[src/rtl/lst_pkg.sv]
// ---------------------------------------------------------------------------
// lst_pkg: shared types and codes of the token splitter
// Word types of the text and token channels, the core-to-queue push word,
// token kinds and error codes.
// ---------------------------------------------------------------------------
package lst_pkg;

    localparam int LINE_BITS   = 20;
    localparam int COLUMN_BITS = 16;

    // Token kinds
    localparam logic [2:0] KIND_SYMBOL = 3'd0;
    localparam logic [2:0] KIND_BOOL   = 3'd1;
    localparam logic [2:0] KIND_INT    = 3'd2;
    localparam logic [2:0] KIND_FLOAT  = 3'd3;
    localparam logic [2:0] KIND_STRING = 3'd4;
    localparam logic [2:0] KIND_PUNCT  = 3'd5;

    // Error codes
    localparam logic [1:0] ERR_NONE  = 2'd0;
    localparam logic [1:0] ERR_POINT = 2'd1;
    localparam logic [1:0] ERR_QUOTE = 2'd2;

    typedef struct packed {
        logic [7:0] text_byte;
        logic       end_of_text;
    } lst_text_t;

    typedef struct packed {
        logic [7:0]             token_byte;
        logic [2:0]             token_kind;
        logic                   token_first;
        logic                   token_last;
        logic [LINE_BITS-1:0]   start_line;
        logic [COLUMN_BITS-1:0] start_column;
        logic [1:0]             error_code;
        logic                   step_last;
    } lst_token_t;

    // Up to two token words produced by one text word, packed to the front
    typedef struct packed {
        logic [1:0] cnt;
        lst_token_t res0;
        lst_token_t res1;
    } lst_push_t;

endpackage

[src/rtl/lst_core.sv]
// ---------------------------------------------------------------------------
// lst_core: lexer state and per-word classification
// Classifies the held byte with the new byte as lookahead, and on end of
// text also flushes the new byte, giving up to two token words per word.
// ---------------------------------------------------------------------------
module lst_core (
    input  logic              clk,
    input  logic              rst_n,
    input  logic              item_valid,
    input  lst_pkg::lst_text_t item,
    input  logic              space_ok,
    output logic              take,
    output lst_pkg::lst_push_t push
);
    import lst_pkg::*;

    typedef enum logic [2:0] {
        M_IDLE,
        M_SYMBOL,
        M_INT,
        M_FRAC,
        M_STRING,
        M_COMMENT
    } mode_t;

    typedef struct packed {
        mode_t                  mode;
        logic [7:0]             held_byte;
        logic                   held_valid;
        logic [3:0]             bool_match;
        logic [LINE_BITS-1:0]   cur_line;
        logic [COLUMN_BITS-1:0] cur_col;
        logic [LINE_BITS-1:0]   tok_line;
        logic [COLUMN_BITS-1:0] tok_col;
        logic                   tok_float;
    } lex_state_t;

    typedef struct packed {
        lex_state_t st;
        logic       emit;
        lst_token_t res;
    } lex_step_t;

    localparam logic [7:0] CH_MINUS = 8'h2D;
    localparam logic [7:0] CH_POINT = 8'h2E;
    localparam logic [7:0] CH_SEMI  = 8'h3B;
    localparam logic [7:0] CH_QUOTE = 8'h22;
    localparam logic [7:0] CH_LF    = 8'h0A;
    localparam logic [7:0] CH_CR    = 8'h0D;

    localparam logic [LINE_BITS-1:0]   LINE_ONE = LINE_BITS'(1);
    localparam logic [COLUMN_BITS-1:0] COL_ONE  = COLUMN_BITS'(1);
    localparam logic [LINE_BITS-1:0]   LINE_MAX = '1;
    localparam logic [COLUMN_BITS-1:0] COL_MAX  = '1;

    // bool_match: 0 dead, 1..4 prefix of "true", 5..9 prefix of "false"
    localparam logic [3:0] BM_NONE  = 4'd0;
    localparam logic [3:0] BM_T     = 4'd1;
    localparam logic [3:0] BM_TRUE  = 4'd4;
    localparam logic [3:0] BM_F     = 4'd5;
    localparam logic [3:0] BM_FALSE = 4'd9;

    function automatic logic is_ws(logic [7:0] c);
        return c inside {8'h20, 8'h09, CH_LF, CH_CR};
    endfunction

    function automatic logic is_dig(logic [7:0] c);
        return (c >= 8'h30) && (c <= 8'h39);
    endfunction

    function automatic logic is_brk(logic [7:0] c);
        return c inside {8'h28, 8'h29, 8'h5B, 8'h5D, 8'h7B, 8'h7D};
    endfunction

    function automatic logic [3:0] bool_next(logic [3:0] bm, logic [7:0] c);
        logic [3:0] nb;
        nb = BM_NONE;
        case (bm)
            4'd1:    if (c == 8'h72) nb = 4'd2;  // r
            4'd2:    if (c == 8'h75) nb = 4'd3;  // u
            4'd3:    if (c == 8'h65) nb = 4'd4;  // e
            4'd5:    if (c == 8'h61) nb = 4'd6;  // a
            4'd6:    if (c == 8'h6C) nb = 4'd7;  // l
            4'd7:    if (c == 8'h73) nb = 4'd8;  // s
            4'd8:    if (c == 8'h65) nb = 4'd9;  // e
            default: nb = BM_NONE;
        endcase
        return nb;
    endfunction

    function automatic lex_state_t reset_state();
        lex_state_t s;
        s.mode       = M_IDLE;
        s.held_byte  = 8'h00;
        s.held_valid = 1'b0;
        s.bool_match = BM_NONE;
        s.cur_line   = LINE_ONE;
        s.cur_col    = COL_ONE;
        s.tok_line   = LINE_ONE;
        s.tok_col    = COL_ONE;
        s.tok_float  = 1'b0;
        return s;
    endfunction

    function automatic lst_token_t mk_tok(logic [7:0] c, logic [2:0] kind, logic first,
                                          logic last, logic [1:0] err, lex_state_t s);
        lst_token_t t;
        t.token_byte   = c;
        t.token_kind   = kind;
        t.token_first  = first;
        t.token_last   = last;
        t.start_line   = s.tok_line;
        t.start_column = s.tok_col;
        t.error_code   = err;
        t.step_last    = 1'b0;
        return t;
    endfunction

    // Classify one byte c with lookahead nx (has = lookahead present)
    function automatic lex_step_t lex_byte(lex_state_t s, logic [7:0] c, logic has,
                                           logic [7:0] nx);
        lex_step_t  r;
        logic       sym_end;
        logic [2:0] fk;
        r.st   = s;
        r.emit = 1'b0;
        r.res  = '0;
        sym_end = !has || is_ws(nx) || is_brk(nx);
        fk = s.tok_float ? KIND_FLOAT : KIND_INT;
        unique case (s.mode)
            M_IDLE:
            begin
                r.st.tok_line   = s.cur_line;
                r.st.tok_col    = s.cur_col;
                r.st.tok_float  = 1'b0;
                r.st.bool_match = BM_NONE;
                r.emit = 1'b1;
                if (is_ws(c)) begin
                    r.emit = 1'b0;
                end else if (c == CH_SEMI) begin
                    r.emit = 1'b0;
                    r.st.mode = M_COMMENT;
                end else if (c == CH_MINUS && has && (nx == CH_POINT || is_dig(nx))) begin
                    r.st.mode = M_INT;
                    r.res = mk_tok(c, KIND_INT, 1'b1, 1'b0, ERR_NONE, r.st);
                end else if (is_dig(c)) begin
                    if (has && (is_dig(nx) || nx == CH_POINT)) begin
                        r.st.mode = M_INT;
                        r.res = mk_tok(c, KIND_INT, 1'b1, 1'b0, ERR_NONE, r.st);
                    end else begin
                        r.res = mk_tok(c, KIND_INT, 1'b1, 1'b1, ERR_NONE, r.st);
                    end
                end else if (c == CH_POINT && has && is_dig(nx)) begin
                    r.st.mode      = M_FRAC;
                    r.st.tok_float = 1'b1;
                    r.res = mk_tok(c, KIND_FLOAT, 1'b1, 1'b0, ERR_NONE, r.st);
                end else if (c == CH_QUOTE) begin
                    if (!has) begin
                        r.res = mk_tok(c, KIND_STRING, 1'b1, 1'b1, ERR_QUOTE, r.st);
                    end else begin
                        r.st.mode = M_STRING;
                        r.res = mk_tok(c, KIND_STRING, 1'b1, 1'b0, ERR_NONE, r.st);
                    end
                end else if (is_brk(c)) begin
                    r.res = mk_tok(c, KIND_PUNCT, 1'b1, 1'b1, ERR_NONE, r.st);
                end else begin
                    r.st.bool_match = (c == 8'h74) ? BM_T : (c == 8'h66) ? BM_F : BM_NONE;
                    if (sym_end) begin
                        r.res = mk_tok(c, KIND_SYMBOL, 1'b1, 1'b1, ERR_NONE, r.st);
                    end else begin
                        r.st.mode = M_SYMBOL;
                        r.res = mk_tok(c, KIND_SYMBOL, 1'b1, 1'b0, ERR_NONE, r.st);
                    end
                end
            end
            M_SYMBOL:
            begin
                r.emit = 1'b1;
                r.st.bool_match = bool_next(s.bool_match, c);
                if (sym_end) begin
                    r.st.mode = M_IDLE;
                    r.res = mk_tok(c, (r.st.bool_match == BM_TRUE ||
                                       r.st.bool_match == BM_FALSE) ? KIND_BOOL : KIND_SYMBOL,
                                   1'b0, 1'b1, ERR_NONE, r.st);
                end else begin
                    r.res = mk_tok(c, KIND_SYMBOL, 1'b0, 1'b0, ERR_NONE, r.st);
                end
            end
            M_INT:
            begin
                r.emit = 1'b1;
                if (c == CH_POINT) begin
                    if (has && is_dig(nx)) begin
                        r.st.tok_float = 1'b1;
                        r.st.mode      = M_FRAC;
                        r.res = mk_tok(c, KIND_FLOAT, 1'b0, 1'b0, ERR_NONE, r.st);
                    end else begin
                        r.st.mode = M_IDLE;
                        r.res = mk_tok(c, KIND_INT, 1'b0, 1'b1, ERR_POINT, r.st);
                    end
                end else if (has && (is_dig(nx) || nx == CH_POINT)) begin
                    r.res = mk_tok(c, KIND_INT, 1'b0, 1'b0, ERR_NONE, r.st);
                end else begin
                    r.st.mode = M_IDLE;
                    r.res = mk_tok(c, KIND_INT, 1'b0, 1'b1, ERR_NONE, r.st);
                end
            end
            M_FRAC:
            begin
                r.emit = 1'b1;
                if (has && is_dig(nx)) begin
                    r.res = mk_tok(c, fk, 1'b0, 1'b0, ERR_NONE, r.st);
                end else begin
                    r.st.mode = M_IDLE;
                    r.res = mk_tok(c, fk, 1'b0, 1'b1, ERR_NONE, r.st);
                end
            end
            M_STRING:
            begin
                r.emit = 1'b1;
                if (c == CH_QUOTE) begin
                    r.st.mode = M_IDLE;
                    r.res = mk_tok(c, KIND_STRING, 1'b0, 1'b1, ERR_NONE, r.st);
                end else if (!has) begin
                    r.st.mode = M_IDLE;
                    r.res = mk_tok(c, KIND_STRING, 1'b0, 1'b1, ERR_QUOTE, r.st);
                end else begin
                    r.res = mk_tok(c, KIND_STRING, 1'b0, 1'b0, ERR_NONE, r.st);
                end
            end
            M_COMMENT:
            begin
                if (c == CH_LF || c == CH_CR) r.st.mode = M_IDLE;
            end
            default:
            begin
                r.st.mode = M_IDLE;
            end
        endcase
        // Advance the position; LF starts a new line, both counters saturate
        if (c == CH_LF) begin
            if (s.cur_line != LINE_MAX) r.st.cur_line = s.cur_line + LINE_ONE;
            r.st.cur_col = COL_ONE;
        end else if (s.cur_col != COL_MAX) begin
            r.st.cur_col = s.cur_col + COL_ONE;
        end
        return r;
    endfunction

    lex_state_t state_reg;
    lex_state_t state_next;
    lex_step_t  step_held;
    lex_step_t  step_flush;
    lst_token_t tok0;
    lst_token_t tok1;
    logic       v0;
    logic       v1;

    assign take = item_valid && space_ok;

    // Classify the held byte, then flush the new byte on end of text
    always_comb
    begin
        step_held = '{st: state_reg, emit: 1'b0, res: '0};
        if (state_reg.held_valid) begin
            step_held = lex_byte(state_reg, state_reg.held_byte, 1'b1, item.text_byte);
        end
        step_flush = lex_byte(step_held.st, item.text_byte, 1'b0, 8'h00);
        if (item.end_of_text) begin
            state_next = reset_state();
        end else begin
            state_next            = step_held.st;
            state_next.held_byte  = item.text_byte;
            state_next.held_valid = 1'b1;
        end
    end

    // Mark the last word of the step and pack the words to the front
    always_comb
    begin
        v0   = step_held.emit;
        v1   = item.end_of_text && step_flush.emit;
        tok0 = step_held.res;
        tok1 = step_flush.res;
        tok0.step_last = !v1;
        tok1.step_last = 1'b1;
        push.cnt  = 2'(v0) + 2'(v1);
        push.res0 = v0 ? tok0 : tok1;
        push.res1 = tok1;
        if (!take) push.cnt = 2'd0;
    end

    // Hold lexer state
    always_ff @(posedge clk or negedge rst_n)
    begin
        if (!rst_n) begin
            state_reg <= reset_state();
        end else if (take) begin
            state_reg <= state_next;
        end
    end

endmodule

[src/rtl/lst_res_fifo.sv]
// ---------------------------------------------------------------------------
// lst_res_fifo: token word queue
// Four-entry queue that takes up to two words a cycle from the core and
// hands one word a cycle to the token channel while token_ready is high.
// ---------------------------------------------------------------------------
module lst_res_fifo (
    input  logic               clk,
    input  logic               rst_n,
    input  lst_pkg::lst_push_t push,
    output logic               space_ok,
    output logic               token_valid,
    input  logic               token_ready,
    output lst_pkg::lst_token_t token
);
    import lst_pkg::*;

    localparam int DEPTH = 4;
    localparam int PTR_BITS = $clog2(DEPTH);

    lst_token_t          mem [DEPTH];
    logic [PTR_BITS-1:0] wr_ptr_reg;
    logic [PTR_BITS-1:0] rd_ptr_reg;
    logic [PTR_BITS:0]   count_reg;
    logic [PTR_BITS-1:0] wr_ptr1;
    logic                pop;

    assign wr_ptr1     = wr_ptr_reg + PTR_BITS'(1);
    assign token_valid = (count_reg != '0);
    assign token       = mem[rd_ptr_reg];
    assign pop         = token_valid && token_ready;
    // Room for a full two-word push
    assign space_ok    = (count_reg <= (PTR_BITS+1)'(DEPTH - 2));

    // Store pushed words
    always_ff @(posedge clk)
    begin
        if (push.cnt != 2'd0) mem[wr_ptr_reg] <= push.res0;
        if (push.cnt == 2'd2) mem[wr_ptr1]    <= push.res1;
    end

    // Advance pointers and fill count
    always_ff @(posedge clk or negedge rst_n)
    begin
        if (!rst_n) begin
            wr_ptr_reg <= '0;
            rd_ptr_reg <= '0;
            count_reg  <= '0;
        end else begin
            wr_ptr_reg <= wr_ptr_reg + PTR_BITS'(push.cnt);
            if (pop) rd_ptr_reg <= rd_ptr_reg + PTR_BITS'(1);
            count_reg <= count_reg + (PTR_BITS+1)'(push.cnt) - (PTR_BITS+1)'(pop);
        end
    end

endmodule

[src/rtl/lisp_style_token_splitter.sv]
// ---------------------------------------------------------------------------
// lisp_style_token_splitter: byte-stream lexer for Lisp-style text
// Splits a text byte stream into tokens and emits each token byte as one
// tagged word.
// ---------------------------------------------------------------------------
// Usage:
//   text channel: one source byte per word, end_of_text on the final byte.
//   token channel: one word per token byte with kind, first/last marks,
//   start line/column, error code and step_last on the last word caused by
//   a text word. Whitespace and comments produce no words.
// Order: a byte is classified once the following byte (its lookahead) is
//   taken. That text word waits in the input register; the byte's word
//   is written into the queue when the lexer takes that text word.
// Throughput: one text word per cycle while not stalled. An end_of_text word
//   may give two token words; the four-entry queue sends one per ready cycle.
// Reset: lexer returns between tokens at line 1, column 1, queue empty.
//   The same state is restored after every end-of-text word.
// Stall: while token_ready is low the queue fills; once fewer than two
//   entries are free the lexer stops and, while a word waits in the input
//   register, text_ready drops in the same cycle.
// ---------------------------------------------------------------------------
module lisp_style_token_splitter (
    input  logic                clk,
    input  logic                rst_n,
    input  logic                text_valid,
    output logic                text_ready,
    input  lst_pkg::lst_text_t  text,
    output logic                token_valid,
    input  logic                token_ready,
    output lst_pkg::lst_token_t token
);
    import lst_pkg::*;

    lst_text_t item_reg;
    logic      item_vld_reg;
    logic      space_ok;
    logic      take;
    lst_push_t push;

    assign text_ready = !item_vld_reg || take;

    // Input register: hold one text word until the lexer takes it
    always_ff @(posedge clk or negedge rst_n)
    begin
        if (!rst_n) begin
            item_vld_reg <= 1'b0;
        end else if (text_ready) begin
            item_vld_reg <= text_valid;
        end
    end

    always_ff @(posedge clk)
    begin
        if (text_ready && text_valid) item_reg <= text;
    end

    lst_core u_core (
        .clk        (clk),
        .rst_n      (rst_n),
        .item_valid (item_vld_reg),
        .item       (item_reg),
        .space_ok   (space_ok),
        .take       (take),
        .push       (push)
    );

    lst_res_fifo u_fifo (
        .clk         (clk),
        .rst_n       (rst_n),
        .push        (push),
        .space_ok    (space_ok),
        .token_valid (token_valid),
        .token_ready (token_ready),
        .token       (token)
    );

endmodule

[config.mk]
export PLATFORM = sky130hd
export DESIGN_NAME = lisp_style_token_splitter
export DESIGN_NICKNAME = d
export VERILOG_FILES = /design/src/rtl/lst_pkg.sv /design/src/rtl/lst_core.sv /design/src/rtl/lst_res_fifo.sv /design/src/rtl/lisp_style_token_splitter.sv
export SDC_FILE = /design/constraint.sdc
export NUM_CORES = 1
export LEC_CHECK = 0
export ABC_AREA = 1
export BUFFER_PORTS_ARGS = -buffer_cell sky130_fd_sc_hd__clkbuf_2
export CORE_MARGIN = 2
export CORE_UTILIZATION = 40
export DETAILED_ROUTE_END_ITERATION = 7
export GPL_TIMING_DRIVEN = 0
export SYNTH_ARGS = -nofsm -noshare
export SYNTH_HDL_FRONTEND = slang
export SYNTH_SLANG_ARGS = --single-unit
[constraint.sdc]
create_clock -name clk -period 5.5 [get_ports clk]
set_input_delay 1.1 -clock clk [delete_from_list [all_inputs] [get_ports clk]]
set_output_delay 1.1 -clock clk [all_outputs]
set_load 0.02 [all_outputs]
==> flow_summary.toml <==
[critical_path]
crit_arrival_ps = 5450
rr_worst_depth = 30
critPathKind = "reg -> reg"
crit_top_cell = "nand2_1"
cp.required_ps = 5740
worstSetupStartpointType = "register"
r2r_start = "item_reg[1]"
r2r-end = "u_fifo.mem[0][50]"
end_kind = "register"
critPathMaxStageDelay_ps = 530
critPathMaxFanout = 25
cp_slowest_cell = "edfxtp_1"
r2r_slack_ps = 290

[run]
maxCapViolCount = 0

[yosys]
synth_cell_type_count = 48
ys_top_cells_by_area = "edfxtp_1 (34%), nand2_1 (17%), dfrtp_1 (12%)"
synth_area_mm2 = 0.0190
ys_async_sr_fraction_pct = 30.9
ys_seq_area_share_pct = 46.8
syn-num-nets = 2603
yosys_warnings = 0
syn_avg_cell_area_um2 = 7.37
yosysTopAreaCell = "edfxtp_1"
synth_cells = 2581
synth_edf_count = 213
ys_ff_latch = 314
synth_top_area_share_pct = 33.6
synthFlopType = "edfxtp_1"

[clock_tree]
cts.htree.levels = 2
numCtsBuffers = 38
ctsHoldBuffers = 0
root_buffer = "clkbuf_16"
clk_latency_ps = 580
clk_pin_slew_ps = 60
cts_buffer_depth = 3
cts_tree = "done"
numClockSinks = 314

[sta]
hold_viol_final = 0
finalSetupViolCount = 0
tightest_slew_ps = 937
maxSlewViolCount = 0
max_slew_margin_pct = 37.6
finalCritPeriodShare_pct = 94.7
clock-skew-final_ps = 32.9
fmax_mhz = 192
fin_setup_tns_ps = 0
setup_ws_ps = 289
timing.hold.ws_ps = 493
fin_crit_ps = 5210

[power]
leakage_nw = 9.61
vdd_drop_max_mv = 0.258
p_per_area_mw_per_mm2 = 629
total_power_mw = 13.6

[min_path]
hold_depth = 2
hold_end = "u_fifo.mem[2][0]"
hold_path.class = "reg -> reg"
holdCritStartpoint = "u_fifo.mem[2][0]"

[final_layout]
multi_input_area_mm2 = 0.00884
diodes = 0
stdcell_count = 3343
finish.instance_area_mm2 = 0.0217
num-nets-final = 2728
ff_latch_area_mm2 = 0.00891
largest_reg_flops = 208
fillers = 4657
syn_to_final_growth_pct = 14.0
utilization_pct = 46.4
drive_gt1_share_pct = 9.25

[placement]
dpl_worst_slack_ps = -536
dp.cells = 3255
placed_area_mm2 = 0.0202
gp_congestion = 0.933
hpwl_um = 49500
port_buffers = 66

[drt]
drtIter0Drc = 2328
first_pass_iters = 6
drc = 0
viasPerCell = 5.66
finalWirelength_um = 70000
wl_per_cell_um = 20.9
vias = 18900
ant_nets = 0

[floorplan]
die_x_um = 222
coreArea_mm2 = 0.0468
initial_core_util_pct = 40.7
rows = 79
fp.dieH_um = 222
dieArea_mm2 = 0.0493
io_pins = 67

[grt]
grt_pass1_vias = 17700
grt.total_usage_pct = 27.7
overflow = 0
antenna_found_initial = 0
grt_max_degree = 98
grt_pass1_wl_um = 105000

[run_status]
run_status = "finished clean"
## worst max-delay path by stage
| stage | from | to | cells past startpoint |
|---|---|---|---|
| final | item_reg[1] | u_fifo.mem[0][50] | 30 |
| after global routing | item_reg[5] | u_fifo.mem[0][50] | 31 |
| after CTS | item_reg[5] | u_fifo.mem[2][16] | 24 |
| after detailed placement | item_reg[5] | u_fifo.mem[2][42] | 24 |
| after global placement | item_reg[5] | u_fifo.mem[0][9] | 24 |
| after floorplan | u_core.state_reg[85] | u_fifo.mem[0][10] | 27 |
## power breakdown
group | switching [mW] | internal (mW)
Combinational | 5.81 | 1.84
Sequential | 0.271 | 3.26
Clock | 1.06 | 1.40
## placed cells by master (no fill, tap or decap), drive strengths merged, types with 50 or more instances in the layout
cell type / netlist / final
nand2: 855 / 857
nor2: 250 / 250
clkbuf: 123 / 237
o21ai: 225 / 225
inv: 216 / 215
edfxtp: 213 / 213
nand3: 203 / 203
o22ai: 113 / 113
dfrtp: 93 / 93
a21oi: 85 / 85
nand4: 54 / 54
nor3: 50 / 50
## worst max-delay path: cells and delay by family, from the launching register on
family / cells / cell delay (ps)
and+or+nand+nor: 21 / 2930
buffers and inverters: 8 / 1250
DFF: 1 / 530
adders and majority gates: 1 / 160
## cell type report
type	instances	area share (%)
Clock inverter	23	0.888
Sequential cell	314	41.1
Buffer	158	3.09
Timing Repair Buffer	80	2.28
Clock buffer	47	4.64
Tap cell	607	3.50
Multi-Input combinational cell	1897	40.7
Inverter	217	3.79
## cells in the mapped netlist (11+ instances only)
cell type  count
a21oi_1       73
a21oi_2       11
buf_2         21
clkbuf_1     123
dfrtp_1       93
edfxtp_1     213
inv_1        199
inv_2         17
nand2_1      841
nand2_2       14
nand3_1      200
nand4_1       54
nor2_1       245
nor3_1        48
o21ai_0      219
o22ai_1      113
xor2_1        17
## cells by family after synthesis
| group | after synthesis | synth area share, % |
|---|---|---|
| buffers and inverters | 375 | 7.73 |
| and+or+nand+nor | 1422 | 31.0 |
| xor gates and xnor gates | 19 | 0.875 |
| DFF | 314 | 46.8 |
| AOI/OAI and AO/OA | 442 | 12.9 |
| adders and majority gates | 9 | 0.631 |
## what timing repair did
action	in CTS	in global routing
setup buffers	0	13
resized for setup	11	37
gates cloned	2	3
pin swaps	2	7
setup endpoints to repair	325	404
## layer usage
metal | vias to the layer above | share of wire [%] | GRT usage (%)
met2 | 977 | 45 | 43.1
met4 | 0 | 2.9 | 8.63
met3 | 125 | 9.7 | 4.32
met1 | 8913 | 43 | 39.5
met5 | - | 0 | 0
li1 | 8896 | - | -
Power figures use the tool's default switching activity.
